**src/hw/rtl/clipped_bitmap_blit_address_gen_macros.svh**
```systemverilog
// Assertion macros for the blit address generator.
// Each macro samples on clk and is disabled while rst_n is low.
`ifndef CLIPPED_BITMAP_BLIT_ADDRESS_GEN_MACROS_SVH
`define CLIPPED_BITMAP_BLIT_ADDRESS_GEN_MACROS_SVH
`ifndef SYNTH
// Same-cycle implication
`define CBB_ASSERT_IMP(label, ante, cons) \
  label: assert property (@(posedge clk) disable iff (!rst_n) (ante) |-> (cons)) \
    else $error("cbb: same-cycle check failed");
// Next-cycle implication
`define CBB_ASSERT_NXT(label, ante, cons) \
  label: assert property (@(posedge clk) disable iff (!rst_n) (ante) |=> (cons)) \
    else $error("cbb: next-cycle check failed");
`else
`define CBB_ASSERT_IMP(label, ante, cons)
`define CBB_ASSERT_NXT(label, ante, cons)
`endif
`endif

```
**src/hw/rtl/cbb_pkg.sv**
```systemverilog
`default_nettype none
package cbb_pkg;

  // Geometry is worked in a signed word wide enough for sums of 16-bit fields
  localparam int GEO_W    = 20;
  localparam int IDX_W    = 15;
  localparam int STRIDE_W = 13;
  // Counter widths cover the largest panel supported (2048 x 2048)
  localparam int ROWS_W   = 11;
  localparam int COLS_W   = 8;
  // Queue between front and back
  localparam int Q_DEPTH  = 4;
  localparam int Q_AW     = 2;

  typedef logic signed [GEO_W-1:0] geo_t;

  typedef enum logic [1:0] {
    KIND_WINDOW = 2'd0,
    KIND_INDEX  = 2'd1,
    KIND_REJECT = 2'd2,
    KIND_IDLE   = 2'd3
  } kind_t;

  typedef enum logic {
    FUNC_START = 1'b0,
    FUNC_NEXT  = 1'b1
  } func_t;

  typedef struct packed {
    logic               func;
    logic signed [15:0] part_x;
    logic signed [15:0] part_y;
    logic signed [15:0] src_width;
    logic signed [15:0] src_height;
    logic signed [15:0] dst_x;
    logic signed [15:0] dst_y;
    logic signed [15:0] dst_width;
    logic signed [15:0] dst_height;
    logic               invert_req;
    logic               mirror_req;
    logic               plane_sel;
  } in_t;

  typedef struct packed {
    kind_t             kind;
    logic [4:0]        col_start;
    logic [4:0]        col_end;
    logic [7:0]        row_start;
    logic [7:0]        row_end;
    logic [IDX_W-1:0]  byte_index;
    logic              invert_out;
    logic              plane_out;
    logic              last;
  } out_t;

  // Classified item handed from front to back
  typedef struct packed {
    logic                is_next;
    out_t                res;
    logic                active;
    logic [IDX_W-1:0]    col_base;
    logic [IDX_W-1:0]    row_base;
    logic [STRIDE_W-1:0] stride;
    logic [ROWS_W-1:0]   rows_last;
    logic [COLS_W-1:0]   cols_last;
    logic                invert;
    logic                mirror;
    logic                plane;
  } job_t;

  typedef struct packed {
    logic full;
    logic empty;
  } q_stat_t;

endpackage
`default_nettype wire

```
**src/hw/rtl/cbb_front.sv**
```systemverilog
`default_nettype none
module cbb_front #(
  parameter int PANEL_WIDTH  = 200,
  parameter int PANEL_HEIGHT = 200
) (
  input  wire logic            clk,
  input  wire logic            rst_n,
  input  wire logic            in_valid,
  output logic                 in_stall,
  input  wire cbb_pkg::in_t    in_data,
  input  wire cbb_pkg::q_stat_t q_stat,
  output logic                 push,
  output cbb_pkg::job_t        push_data
);
  import cbb_pkg::*;

  typedef struct packed {
    logic func;
    logic inv;
    logic mir;
    logic pl;
  } flags_t;

  localparam geo_t PW_G = geo_t'(PANEL_WIDTH);
  localparam geo_t PH_G = geo_t'(PANEL_HEIGHT);

  logic fe_en;

  // ---------------- stage 1: range checks, part rounding, size limits
  geo_t xp, yp, wbm, hbm, x, y, w, h;
  geo_t xpr, wa, wmin, ha, hmin, xfl, xr, wsum;
  logic rej1;
  flags_t fl_in;

  always_comb begin
    xp   = geo_t'($signed(in_data.part_x));
    yp   = geo_t'($signed(in_data.part_y));
    wbm  = geo_t'($signed(in_data.src_width));
    hbm  = geo_t'($signed(in_data.src_height));
    x    = geo_t'($signed(in_data.dst_x));
    y    = geo_t'($signed(in_data.dst_y));
    w    = geo_t'($signed(in_data.dst_width));
    h    = geo_t'($signed(in_data.dst_height));
    rej1 = (wbm < 0) || (hbm < 0) || (w < 0) || (h < 0) ||
           (xp < 0) || (xp >= wbm) || (yp < 0) || (yp >= hbm);
    wsum = wbm + geo_t'(7);
    xpr  = geo_t'({xp[GEO_W-1:3], 3'b000});
    wa   = wbm - xpr;
    wmin = (wa < w) ? wa : w;
    ha   = hbm - yp;
    hmin = (ha < h) ? ha : h;
    // round toward zero to a byte boundary
    xfl  = geo_t'({x[GEO_W-1:3], 3'b000});
    xr   = ((x < 0) && (x[2:0] != 3'b000)) ? xfl + geo_t'(8) : xfl;
    fl_in = '{func: in_data.func, inv: in_data.invert_req,
              mir: in_data.mirror_req, pl: in_data.plane_sel};
  end

  logic                s1_valid_r;
  flags_t              s1_fl_r;
  logic                s1_rej_r;
  logic [STRIDE_W-1:0] s1_stride_r;
  logic [IDX_W-1:0]    s1_xpcol_r;
  geo_t                s1_yp_r, s1_hbm_r, s1_y_r, s1_xr_r, s1_wmin_r, s1_hmin_r;

  always_ff @(posedge clk) begin
    if (!rst_n) begin
      s1_valid_r <= 1'b0;
    end else if (fe_en) begin
      s1_valid_r <= in_valid;
    end
  end

  always_ff @(posedge clk) begin
    if (fe_en) begin
      s1_fl_r     <= fl_in;
      s1_rej_r    <= rej1;
      s1_stride_r <= wsum[STRIDE_W+2:3];
      s1_xpcol_r  <= xp[IDX_W+2:3];
      s1_yp_r     <= yp;
      s1_hbm_r    <= hbm;
      s1_y_r      <= y;
      s1_xr_r     <= xr;
      s1_wmin_r   <= wmin;
      s1_hmin_r   <= hmin;
    end
  end

  // ---------------- stage 2: width rounding, panel clip terms
  geo_t wr_sum, wr, x1, y1, dx, dy, pwmx, pwmx1, phmy, phmy1, srow0;

  always_comb begin
    wr_sum = s1_wmin_r + geo_t'(7);
    wr     = geo_t'({wr_sum[GEO_W-1:3], 3'b000});
    x1     = (s1_xr_r < 0) ? geo_t'(0) : s1_xr_r;
    dx     = (s1_xr_r < 0) ? geo_t'(0) - s1_xr_r : geo_t'(0);
    y1     = (s1_y_r < 0) ? geo_t'(0) : s1_y_r;
    dy     = (s1_y_r < 0) ? geo_t'(0) - s1_y_r : geo_t'(0);
    pwmx   = PW_G - s1_xr_r;
    pwmx1  = PW_G - x1;
    phmy   = PH_G - s1_y_r;
    phmy1  = PH_G - y1;
    srow0  = s1_yp_r + dy;
  end

  logic                s2_valid_r;
  flags_t              s2_fl_r;
  logic                s2_rej_r;
  logic [STRIDE_W-1:0] s2_stride_r;
  logic [IDX_W-1:0]    s2_xpcol_r;
  geo_t                s2_hbm_r, s2_hmin_r, s2_wr_r, s2_x1_r, s2_y1_r, s2_dx_r, s2_dy_r;
  geo_t                s2_pwmx_r, s2_pwmx1_r, s2_phmy_r, s2_phmy1_r, s2_srow0_r;

  always_ff @(posedge clk) begin
    if (!rst_n) begin
      s2_valid_r <= 1'b0;
    end else if (fe_en) begin
      s2_valid_r <= s1_valid_r;
    end
  end

  always_ff @(posedge clk) begin
    if (fe_en) begin
      s2_fl_r     <= s1_fl_r;
      s2_rej_r    <= s1_rej_r;
      s2_stride_r <= s1_stride_r;
      s2_xpcol_r  <= s1_xpcol_r;
      s2_hbm_r    <= s1_hbm_r;
      s2_hmin_r   <= s1_hmin_r;
      s2_wr_r     <= wr;
      s2_x1_r     <= x1;
      s2_y1_r     <= y1;
      s2_dx_r     <= dx;
      s2_dy_r     <= dy;
      s2_pwmx_r   <= pwmx;
      s2_pwmx1_r  <= pwmx1;
      s2_phmy_r   <= phmy;
      s2_phmy1_r  <= phmy1;
      s2_srow0_r  <= srow0;
    end
  end

  // ---------------- stage 3: clipped size, first source row and column
  geo_t             w1, h1, srow_m;
  logic [IDX_W-1:0] srow, col_base;

  always_comb begin
    // right and bottom clip: keep the request when it ends inside the panel
    w1       = (s2_wr_r < s2_pwmx_r) ? s2_wr_r - s2_dx_r : s2_pwmx1_r;
    h1       = (s2_hmin_r < s2_phmy_r) ? s2_hmin_r - s2_dy_r : s2_phmy1_r;
    srow_m   = s2_hbm_r - geo_t'(1) - s2_srow0_r;
    srow     = s2_fl_r.mir ? srow_m[IDX_W-1:0] : s2_srow0_r[IDX_W-1:0];
    col_base = s2_xpcol_r + s2_dx_r[IDX_W+2:3];
  end

  logic                s3_valid_r;
  flags_t              s3_fl_r;
  logic                s3_rej_r;
  logic [STRIDE_W-1:0] s3_stride_r;
  logic [IDX_W-1:0]    s3_srow_r, s3_col_base_r;
  geo_t                s3_w1_r, s3_h1_r, s3_x1_r, s3_y1_r;

  // Hold the whole front while the last stage cannot hand off
  always_comb begin
    fe_en    = !(s3_valid_r && q_stat.full);
    in_stall = !fe_en;
    push     = s3_valid_r && fe_en;
  end

  always_ff @(posedge clk) begin
    if (!rst_n) begin
      s3_valid_r <= 1'b0;
    end else if (fe_en) begin
      s3_valid_r <= s2_valid_r;
    end
  end

  always_ff @(posedge clk) begin
    if (fe_en) begin
      s3_fl_r       <= s2_fl_r;
      s3_rej_r      <= s2_rej_r;
      s3_stride_r   <= s2_stride_r;
      s3_srow_r     <= srow;
      s3_col_base_r <= col_base;
      s3_w1_r       <= w1;
      s3_h1_r       <= h1;
      s3_x1_r       <= x1_pass(s2_x1_r);
      s3_y1_r       <= s2_y1_r;
    end
  end

  function automatic geo_t x1_pass(geo_t v);
    return v;
  endfunction

  // ---------------- classify: window fields, reject, job counts
  geo_t               xend, yend, rows_m1;
  logic               rej;
  logic [COLS_W:0]    cols_tot, cols_m1;

  always_comb begin
    rej      = s3_rej_r || (s3_w1_r <= 0) || (s3_h1_r <= 0);
    xend     = s3_x1_r + s3_w1_r - geo_t'(1);
    yend     = s3_y1_r + s3_h1_r - geo_t'(1);
    rows_m1  = s3_h1_r - geo_t'(1);
    cols_tot = s3_w1_r[COLS_W+3:3];
    cols_m1  = cols_tot - 1'b1;

    push_data           = '0;
    push_data.is_next   = (s3_fl_r.func == FUNC_NEXT);
    push_data.col_base  = s3_col_base_r;
    push_data.row_base  = s3_srow_r;
    push_data.stride    = s3_stride_r;
    push_data.rows_last = rows_m1[ROWS_W-1:0];
    push_data.cols_last = cols_m1[COLS_W-1:0];
    push_data.invert    = s3_fl_r.inv;
    push_data.mirror    = s3_fl_r.mir;
    push_data.plane     = s3_fl_r.pl;
    if (rej) begin
      push_data.active   = 1'b0;
      push_data.res.kind = KIND_REJECT;
    end else begin
      // a window narrower than one byte starts no job
      push_data.active         = (cols_tot != '0);
      push_data.res.kind       = KIND_WINDOW;
      push_data.res.col_start  = s3_x1_r[7:3];
      push_data.res.col_end    = xend[7:3];
      push_data.res.row_start  = s3_y1_r[7:0];
      push_data.res.row_end    = yend[7:0];
      push_data.res.invert_out = s3_fl_r.inv;
      push_data.res.plane_out  = s3_fl_r.pl;
    end
  end

endmodule
`default_nettype wire

```
**src/hw/rtl/cbb_queue.sv**
```systemverilog
`default_nettype none
module cbb_queue (
  input  wire logic             clk,
  input  wire logic             rst_n,
  input  wire logic             push,
  input  wire cbb_pkg::job_t    push_data,
  input  wire logic             pop,
  output cbb_pkg::job_t         pop_data,
  output cbb_pkg::q_stat_t      q_stat
);
  import cbb_pkg::*;

  job_t            mem_r [Q_DEPTH];
  logic [Q_AW-1:0] wr_ptr_r, wr_ptr_nxt;
  logic [Q_AW-1:0] rd_ptr_r, rd_ptr_nxt;
  logic [Q_AW:0]   count_r, count_nxt;

  // Advance pointers and occupancy
  always_comb begin
    wr_ptr_nxt = push ? wr_ptr_r + 1'b1 : wr_ptr_r;
    rd_ptr_nxt = pop ? rd_ptr_r + 1'b1 : rd_ptr_r;
    count_nxt  = count_r;
    if (push && !pop) begin
      count_nxt = count_r + 1'b1;
    end else if (pop && !push) begin
      count_nxt = count_r - 1'b1;
    end
    q_stat.full  = (count_r == (Q_AW+1)'(Q_DEPTH));
    q_stat.empty = (count_r == '0);
    pop_data     = mem_r[rd_ptr_r];
  end

  always_ff @(posedge clk) begin
    if (!rst_n) begin
      wr_ptr_r <= '0;
      rd_ptr_r <= '0;
      count_r  <= '0;
    end else begin
      wr_ptr_r <= wr_ptr_nxt;
      rd_ptr_r <= rd_ptr_nxt;
      count_r  <= count_nxt;
    end
  end

  // Store the entry
  always_ff @(posedge clk) begin
    if (push) begin
      mem_r[wr_ptr_r] <= push_data;
    end
  end

endmodule
`default_nettype wire

```
**src/hw/rtl/cbb_back.sv**
```systemverilog
`default_nettype none
module cbb_back (
  input  wire logic             clk,
  input  wire logic             rst_n,
  input  wire cbb_pkg::q_stat_t q_stat,
  output logic                  pop,
  input  wire cbb_pkg::job_t    pop_data,
  output logic                  out_valid,
  input  wire logic             out_stall,
  output cbb_pkg::out_t         out_data
);
  import cbb_pkg::*;

  logic be_en;

  // Job state
  logic                job_active_r, job_active_nxt;
  logic [ROWS_W-1:0]   row_cnt_r, row_cnt_nxt;
  logic [COLS_W-1:0]   col_cnt_r, col_cnt_nxt;
  logic [ROWS_W-1:0]   rows_last_r, rows_last_nxt;
  logic [COLS_W-1:0]   cols_last_r, cols_last_nxt;
  logic [IDX_W-1:0]    col_base_r, col_base_nxt;
  logic [IDX_W-1:0]    row_cur_r, row_cur_nxt;
  logic [STRIDE_W-1:0] stride_r, stride_nxt;
  logic                inv_r, inv_nxt;
  logic                mir_r, mir_nxt;
  logic                pl_r, pl_nxt;

  logic                       row_hit, col_hit, fin;
  logic [IDX_W-1:0]           col_sum;
  logic [IDX_W+STRIDE_W-1:0]  prod_full;
  out_t                       res_a;

  // Stage A / output registers
  logic             a_valid_r;
  logic             a_idx_r;
  out_t             a_res_r;
  logic [IDX_W-1:0] a_prod_r, a_colsum_r;
  logic             a_last_r, a_inv_r, a_pl_r;
  logic             out_valid_r;
  out_t             out_data_r;
  out_t             out_b;

  always_comb begin
    be_en     = !(out_valid_r && out_stall);
    pop       = !q_stat.empty && be_en;
    out_valid = out_valid_r;
    out_data  = out_data_r;
  end

  // Step the byte walk; load a new job on a start entry
  always_comb begin
    row_hit   = (row_cnt_r == rows_last_r);
    col_hit   = (col_cnt_r == cols_last_r);
    fin       = row_hit && col_hit;
    col_sum   = col_base_r + IDX_W'(col_cnt_r);
    prod_full = row_cur_r * stride_r;

    job_active_nxt = job_active_r;
    row_cnt_nxt    = row_cnt_r;
    col_cnt_nxt    = col_cnt_r;
    rows_last_nxt  = rows_last_r;
    cols_last_nxt  = cols_last_r;
    col_base_nxt   = col_base_r;
    row_cur_nxt    = row_cur_r;
    stride_nxt     = stride_r;
    inv_nxt        = inv_r;
    mir_nxt        = mir_r;
    pl_nxt         = pl_r;
    res_a          = '0;

    if (pop) begin
      if (!pop_data.is_next) begin
        job_active_nxt = pop_data.active;
        row_cnt_nxt    = '0;
        col_cnt_nxt    = '0;
        rows_last_nxt  = pop_data.rows_last;
        cols_last_nxt  = pop_data.cols_last;
        col_base_nxt   = pop_data.col_base;
        row_cur_nxt    = pop_data.row_base;
        stride_nxt     = pop_data.stride;
        inv_nxt        = pop_data.invert;
        mir_nxt        = pop_data.mirror;
        pl_nxt         = pop_data.plane;
        res_a          = pop_data.res;
      end else if (job_active_r) begin
        if (fin) begin
          job_active_nxt = 1'b0;
        end else if (col_hit) begin
          col_cnt_nxt = '0;
          row_cnt_nxt = row_cnt_r + 1'b1;
          row_cur_nxt = mir_r ? row_cur_r - 1'b1 : row_cur_r + 1'b1;
        end else begin
          col_cnt_nxt = col_cnt_r + 1'b1;
        end
      end else begin
        res_a.kind = KIND_IDLE;
      end
    end
  end

  always_ff @(posedge clk) begin
    if (!rst_n) begin
      job_active_r <= 1'b0;
    end else begin
      job_active_r <= job_active_nxt;
    end
  end

  always_ff @(posedge clk) begin
    row_cnt_r   <= row_cnt_nxt;
    col_cnt_r   <= col_cnt_nxt;
    rows_last_r <= rows_last_nxt;
    cols_last_r <= cols_last_nxt;
    col_base_r  <= col_base_nxt;
    row_cur_r   <= row_cur_nxt;
    stride_r    <= stride_nxt;
    inv_r       <= inv_nxt;
    mir_r       <= mir_nxt;
    pl_r        <= pl_nxt;
  end

  // Stage A: register row product and column sum
  always_ff @(posedge clk) begin
    if (!rst_n) begin
      a_valid_r <= 1'b0;
    end else if (be_en) begin
      a_valid_r <= pop;
    end
  end

  always_ff @(posedge clk) begin
    if (be_en) begin
      a_idx_r    <= pop_data.is_next && job_active_r;
      a_res_r    <= res_a;
      a_prod_r   <= prod_full[IDX_W-1:0];
      a_colsum_r <= col_sum;
      a_last_r   <= fin;
      a_inv_r    <= inv_r;
      a_pl_r     <= pl_r;
    end
  end

  // Output stage: finish the index, hold while stalled
  always_comb begin
    out_b = a_res_r;
    if (a_idx_r) begin
      out_b            = '0;
      out_b.kind       = KIND_INDEX;
      out_b.byte_index = a_prod_r + a_colsum_r;
      out_b.invert_out = a_inv_r;
      out_b.plane_out  = a_pl_r;
      out_b.last       = a_last_r;
    end
  end

  always_ff @(posedge clk) begin
    if (!rst_n) begin
      out_valid_r <= 1'b0;
    end else if (be_en) begin
      out_valid_r <= a_valid_r;
    end
  end

  always_ff @(posedge clk) begin
    if (be_en) begin
      out_data_r <= out_b;
    end
  end

endmodule
`default_nettype wire

```
**src/hw/rtl/clipped_bitmap_blit_address_gen.sv**
```systemverilog
`default_nettype none
// Channel  | Handshake           | Payload
// ---------+---------------------+-------------------------------
// in       | in_valid, in_stall  | in_data  (start or next item)
// out      | out_valid, out_stall| out_data (window/index/reject/idle)
//
// One item per cycle while nothing stalls; after acceptance a result passes
// through three front stages, the queue and two back stages, in that order.
// The back walk issues one byte index per cycle unless stalled or starved, from
// incremental counters and one 15x13 multiply, registered before the final add.
// rst_n is synchronous; after reset no job is active and the queue is empty.
// out_stall holds the back stages; in_stall rises only when the four-entry
// queue is full and the front's last stage holds an item.
`include "clipped_bitmap_blit_address_gen_macros.svh"
module clipped_bitmap_blit_address_gen #(
  parameter int PANEL_WIDTH  = 200,
  parameter int PANEL_HEIGHT = 200
) (
  input  wire logic          clk,
  input  wire logic          rst_n,
  input  wire logic          in_valid,
  output logic               in_stall,
  input  wire cbb_pkg::in_t  in_data,
  output logic               out_valid,
  input  wire logic          out_stall,
  output cbb_pkg::out_t      out_data
);
  import cbb_pkg::*;

  logic    push, pop;
  job_t    push_data, pop_data;
  q_stat_t q_stat;

  cbb_front #(
    .PANEL_WIDTH  (PANEL_WIDTH),
    .PANEL_HEIGHT (PANEL_HEIGHT)
  ) u_front (
    .clk       (clk),
    .rst_n     (rst_n),
    .in_valid  (in_valid),
    .in_stall  (in_stall),
    .in_data   (in_data),
    .q_stat    (q_stat),
    .push      (push),
    .push_data (push_data)
  );

  cbb_queue u_queue (
    .clk       (clk),
    .rst_n     (rst_n),
    .push      (push),
    .push_data (push_data),
    .pop       (pop),
    .pop_data  (pop_data),
    .q_stat    (q_stat)
  );

  cbb_back u_back (
    .clk       (clk),
    .rst_n     (rst_n),
    .q_stat    (q_stat),
    .pop       (pop),
    .pop_data  (pop_data),
    .out_valid (out_valid),
    .out_stall (out_stall),
    .out_data  (out_data)
  );

  // Queue never written when full
  `CBB_ASSERT_IMP(a_no_overflow, push, !q_stat.full)
  // Front stalls only for a full queue
  `CBB_ASSERT_IMP(a_front_free, !q_stat.full, !in_stall)
  // No entry leaves while a result waits on a stalled output
  `CBB_ASSERT_IMP(a_pop_held, out_valid && out_stall, !pop)
  // A lone write leaves the queue occupied
  `CBB_ASSERT_NXT(a_push_lands, push && !pop, !q_stat.empty)

endmodule
`default_nettype wire
```
**config.mk**
```make
export PLATFORM = sky130hd
export DESIGN_NAME = clipped_bitmap_blit_address_gen
export DESIGN_NICKNAME = d
export VERILOG_FILES = /design/src/hw/rtl/cbb_pkg.sv /design/src/hw/rtl/cbb_front.sv /design/src/hw/rtl/cbb_queue.sv /design/src/hw/rtl/cbb_back.sv /design/src/hw/rtl/clipped_bitmap_blit_address_gen.sv
export VERILOG_INCLUDE_DIRS = /design/src /design/src/hw/rtl
export SDC_FILE = /design/constraint.sdc
export NUM_CORES = 2
export LEC_CHECK = 0
export BUFFER_PORTS_ARGS = -buffer_cell sky130_fd_sc_hd__buf_4
export CAP_MARGIN = 20
export CORE_MARGIN = 2
export CORE_UTILIZATION = 30
export DETAILED_ROUTE_END_ITERATION = 8
export PLACE_DENSITY = 0.46
export SLEW_MARGIN = 20
export SYNTH_ARGS = -nofsm -noshare
export SYNTH_HDL_FRONTEND = slang
export SYNTH_SLANG_ARGS = --single-unit
```
**constraint.sdc**
```tcl
create_clock -name clk -period 22.1 [get_ports clk]
set_input_delay 2.21 -clock clk [delete_from_list [all_inputs] [get_ports clk]]
set_output_delay 2.21 -clock clk [all_outputs]
set_load 0.05 [all_outputs]
```
* Yosys cells after proc, flatten, opt, wreduce, memory -nomap -nowiden *
Memories as Yosys holds them, arrays and structs flattened. A register that Yosys moved wholly into a read port is not among the register bits.
Index checks and enable logic that the tools add are counted.

cells by class
  bitwise gates (word level) = 2
  add/subtract/negate cells = 33
  multiplexer cells = 36
  reduce and logical (&&, ||, !) cells = 31
  magnitude comparators = 17
  $mul = 1
  eq/ne operators = 6

operator list
  kind                   count
  $mux 20                8
  $lt 16x1->1 const B    8
  $mux 15                6
  $sub 9x20->20 const A  3
  $add 15x15->15         3
  $le 20x1->1 const B    2
  $lt 20x20->1           2
  $sub 20x20->20         2
  $lt 17x16->1           2
  $sub 16x16->17         2
  $mux 11                3
  $ge 16x16->1           2
  $mux 26                1
  $mux 8                 3
  $add 20x4->20 const B  1
  $lt 20x1->1 const B    1
  $sub 1x20->20 const A  1
  $mux 18                1
  $add 16x5->17 const B  1
  $sub 1x16->17 const A  1
  $sub 9x16->17 const A  1
  $add 16x4->16 const B  1
  $add 8x8->8            2
  $sub 8x2->8 const B    2
  32 further kinds       67

storage, ports and cells
  word-level logic and storage cells = 215
  register bits = 698
  memories kept = 1
  memory bits (writable) = 388
  output and inout bits = 48

memories
  memory         depth  bits a word  rd ports  clocked after memory_dff  wr ports  RTL line         text
  u_queue.mem_r  4      97           1         1                         1         cbb_queue.sv:13  job_t mem_r [Q_DEPTH];

* Longest topological paths before layout *
  depth after elaboration = 8
  gate-level depth with buffers = 20
  gate-level depth less buffers = 18

* By module *
Synthesis repeated with hierarchy kept, for this count alone.

second synthesis, totals
  cell total of the unflattened synthesis = 3,848
  area total of the unflattened synthesis = 54,288.3 µm²

by module, submodules not included
  module     instances  area an instance (µm²)  cells each
  cbb_front  1          24,785.0                2,179
  cbb_queue  1          16,777.3                634
  cbb_back   1          12,726.0                1,035

* Worst setup path after synthesis *
Ideal clock, no wire load.

  kind = reg-to-reg
  start = reg u_queue.count_r[0]
  end = reg u_front.s3_fl_r, in the netlist u_front.push_data[0], enable pin
  library setup time = 0.782 ns
  period minus slack after synthesis = 10.208 ns
  stages on the path, launching flop included = 5
  slack = 11.892 ns
  data arrival time = 9.426 ns
  path through = dfxtp_1 -> nor2_1 -> and3_1 -> clkbuf_1 -> inv_1

between the ends
  longest elaborated chain between the ends = 2

ends and longest elaborated chain
  element                   RTL line                               text
  start: declaration        cbb_queue.sv:16                        logic [Q_AW:0] count_r, count_nxt;
  start signal: assignment  cbb_queue.sv:41                        count_r <= count_nxt;
  $eq 3x3->1                cbb_queue.sv:28                        q_stat.full = (count_r == (Q_AW+1)'(Q_DEPTH));
  $logic_and 1x1->1         cbb_front.sv:165                       fe_en = !(s3_valid_r && q_stat.full);
  net in_stall              clipped_bitmap_blit_address_gen.sv:22  output logic in_stall,
  end signal: assignment    cbb_front.sv:180                       s3_fl_r <= s2_fl_r;
  end: declaration          cbb_front.sv:157                       flags_t s3_fl_r;

The timed path passes the listed nets, and every way through them passes these cells.
A chain may end at the register's enable or synchronous reset.

* Final worst setup path *
  start = in in_data[67] (netlist name)
  end = reg u_front.s1_hmin_r[9] (data pin)

between the ends
  longest elaborated chain between the ends = 3

ends and longest elaborated chain
  element                 RTL line                               text
  start: declaration      clipped_bitmap_blit_address_gen.sv:23  input wire cbb_pkg::in_t in_data,
  $sub 16x16->17 (*)      cbb_front.sv:50                        ha = hbm - yp;
  $lt 17x16->1            cbb_front.sv:51                        hmin = (ha < h) ? ha : h;
  $mux 20 (*)             cbb_front.sv:51
  net u_front.hmin[9]     cbb_front.sv:31                        geo_t xpr, wa, wmin, ha, hmin, xfl, xr, wsum;
  end signal: assignment  cbb_front.sv:85                        s1_hmin_r <= hmin;
  end: declaration        cbb_front.sv:64                        geo_t s1_yp_r, s1_hbm_r, s1_y_r, s1_xr_r, s1_wmin_r, s1_hmin_r;

Mark *: on every way through the listed nets, which the timed path passes. The rest lies on a longest branch.

==> run_results.csv <==
group,metric,value,unit
status,status,"completed",
global_route,grt_pass1_vias,29400,
synthesis,muxShareOfSynthArea,5.27,%
clock_tree,clk_latency,0.75,ns
floorplanning,die-area,173000,um2
synthesis,syn_area_per_cell,13.6,um2
critical_path,arrival,6.80,ns
synthesis,synth_compound_area_share,6.65,%
global_route,grt_pass1_wl,185,mm
floorplanning,die_w,416,um
synthesis,ys_ff_latch,1027,
routing,drt-initial-drc-count,1777,
synthesis,yosysSeqAreaShare,60.1,%
synthesis,synth_common_cells,"edfxtp_1 (1,012), inv_1 (383), ha_1 (295), nand2_1 (239), nor2_1 (203)",
critical_path,reg2reg_depth,16,
floorplanning,start_util,30.2,%
finish,design_area,58900,um2
critical_path,criticalPathCategory,"in -> reg",
flow_run,drv_cap,0,
timing,maxSlewViolCount,0,
timing,grt_setup_unrepaired,"no",
pwr,power.density,163,nW/um2
floorplanning,fp-row-count,151,
routing,routed_wl,122,mm
place,io_buffers,183,
synthesis,synth.most_common_cell,"edfxtp_1",
finish,fin_nets,4504,
finish,area_delta_synth_final,15.3,%
floorplanning,core_area,169000,um2
critical_path,critPathCaptureType,"flip-flop",
clock_tree,cts_buffers,118,
synthesis,syn-instance-count,3747,
hold_path,whs_path_depth,0,
place,gp_congestion,0.812,
synthesis,synth_flop_cell,"edfxtp_1",
critical_path,path_max_fanout,16,
clock_tree,cts_tree,"built",
finish,drive_gt1_share,13.7,%
synthesis,synth_nets,4261,
pwr,peakVddDrop,390,uV
synthesis,synth_xor_area_share,4.92,%
synthesis,synth_edf_count,1012,
timing,hold_viol,0,
global_route,grt_max_degree,87,
routing,wire_per_inst,19.3,um
critical_path,crit_slowest_cell,"and2_1",
timing,finalCriticalPeriod,6.31,ns
routing,drtAntennaViolNets,0,
clock_tree,cts-root-buf,"clkbuf_16",
synthesis,yosys.area_share.simple,8.92,%
hold_path,worstHoldPathType,"reg -> reg",
timing,tightestPinTransition,1.01,ns
clock_tree,clock-sinks,1027,
critical_path,cp_cell_sequence,"buf_4 > inv_1 > ha_1 > inv_1 > fa_1 > a21o_1 > a21oi_1 > nor2b_1 > o311a_1 > a211oi_1 > xnor2_1 > ha_1 > nand4_1 > nor3_1 > o31a_1 > a41oi_1 > and2_1 > mux2_2",
place,dpl_cell_area,55100,um2
synthesis,synth_cell_types,86,
synthesis,netlist_area,51000,um2
synthesis,synth_top_family_by_area,"adder cells",
timing,tns,0,ns
place,post-dp-hpwl,86.4,mm
clock_tree,clkTransAtPathRegs,0.06,ns
synthesis,yosysTopAreaCell,"edfxtp_1",
global_route,grt_antenna_before_repair,6,
routing,firstDrtPassIters,6,
synthesis,yosysWarnings,0,
critical_path,cp-start-kind,"input port",
global_route,overflow,0,
routing,vias,29000,
pwr,p_leak,22.6,nW
critical_path,critPathMaxStageDelay,0.69,ns
clock_tree,cts_hold_buf,0,
timing,setup_viol,0,
synthesis,synth_fa_ha_area_share,10.5,%
routing,drc,0,
clock_tree,ctsHtreeMaxLevel,3,
critical_path,crit_required,22.59,ns
pwr,p_total,0.00957,W
clock_tree,cts_setup_buffers,0,
routing,vias_per_cell,4.60,
timing,slew_headroom,32.9,%
timing,fin_crit_sh,28.5,%
floorplanning,pin_count,184,
clock_tree,cts_resized,0,
timing,fin_worst_skew,0.0628,ns
global_route,track_usage,13.9,%
timing,fmax,0.159,GHz
timing,whs,0.381,ns
synthesis,synth.area.top_cells,"edfxtp_1 (60%), ha_1 (7.2%), mux4_2 (4.2%)",
synthesis,synthArstFlopShare,0,%
synthesis,synth.top_cell.area_share,59.5,%
clock_tree,clock_path_buffers,3,
floorplanning,dieHeight,416,um
[final cells by class]
| class | count | area (um2) |
|---|---|---|
| fill | 16500 | 110000 |
| sequential | 1027 | 30700 |
| multi-input combinational | 2244 | 18600 |
| clock buffer | 141 | 3060 |
| tap | 2218 | 2780 |
| timing repair buffer | 214 | 1610 |
| inverter | 385 | 1450 |
| clock inverter | 82 | 702 |
| antenna | 2 | 5.00 |
[report_power, final]
| group | total (W) | switching (W) | internal [W] |
|---|---|---|---|
| clock network | 0.00189 | 0.000817 | 0.00107 |
| registers | 0.00310 | 0.000301 | 0.00280 |
| logic | 0.00458 | 0.00259 | 0.00199 |
[sequential cells by signal (all words and copies together) (netlist names), 16 cells and up, named ones only]
signal              count
u_back.a_res_r         30
u_back.out_data        46
u_front.s1_hmin_r      17
u_front.s1_wmin_r      17
u_front.s1_y_r         16
u_front.s2_dx_r        17
u_front.s2_dy_r        17
u_front.s2_hmin_r      17
u_front.s2_phmy1_r     20
u_front.s2_phmy_r      17
u_front.s2_pwmx1_r     16
u_front.s2_pwmx_r      17
u_front.s2_wr_r        17
u_front.s3_h1_r        20
u_front.s3_w1_r        17
u_queue.mem_r         384
[per-layer routing]
metal / track usage, % / vias to the layer above / share of wire [%] / wire length [um]
met1: 19.1 / 14300 / 47 / 56800
met2: 22.6 / 496 / 47 / 57000
met3: 1.97 / 158 / 3.8 / 4590
li1: - / 14100 / - / -
met5: 0 / - / 0.020 / 24
met4: 4.79 / 4 / 2.6 / 3180
[worst max-delay path: cells and delay by family]
family          cells  cell delay, ns
compound gates      6            1.81
xor+xnor            1            0.21
fa+ha+maj           3            0.87
buf+inv             3            0.22
mux                 1            0.41
simple gates        4            1.05
[layout by cell type, fill, tap and decap left out, types with 119 or more instances in the layout]
master,instances
o21ai_0,126
clkbuf_16,119
buf_4,212
a21oi_1,119
xnor2_1,191
ha_1,295
edfxtp_1,1012
nor2_1,202
nand2_1,238
inv_1,382
[stage by stage]
| stage | setup slack [ns] | instances | utilization [%] |
|---|---|---|---|
| 2_1_floorplan | 11.89 | 3747 | - |
| 3_3_place_gp | 15.07 | 6087 | 32.5 |
| 3_5_place_dp | 15.04 | 6087 | 32.5 |
| 4_1_cts | 15.85 | 6310 | 34.8 |
| 5_1_grt | 15.40 | 6313 | 34.8 |
| 6_report | 15.79 | 6313 | 34.8 |
[logic make-up (layout without fill, tap and decap cells)]
family / after synthesis / in the layout
adders and majority gates: 378 / 378
other: 0 / 2
xor gates and xnor gates: 287 / 287
and+or+nand+nor: 910 / 910
muxes: 145 / 145
buffers and inverters: 476 / 822
DFF: 1027 / 1027
AOI/OAI and AO/OA: 524 / 524
[worst paths after layout]
check	startpoint	endpoint	slack [ns]
hold / removal	u_front.s2_y1_r[3]	u_front.s3_y1_r[3]	0.38
hold reg to reg	u_front.s2_y1_r[3]	u_front.s3_y1_r[3]	0.38
setup reg to reg	u_front.s1_y_r[9]	u_front.s2_srow0_r[14]	16.61
setup / recovery	in_data[67]	u_front.s1_hmin_r[9]	15.79
Power figures use the tool's default switching activity.
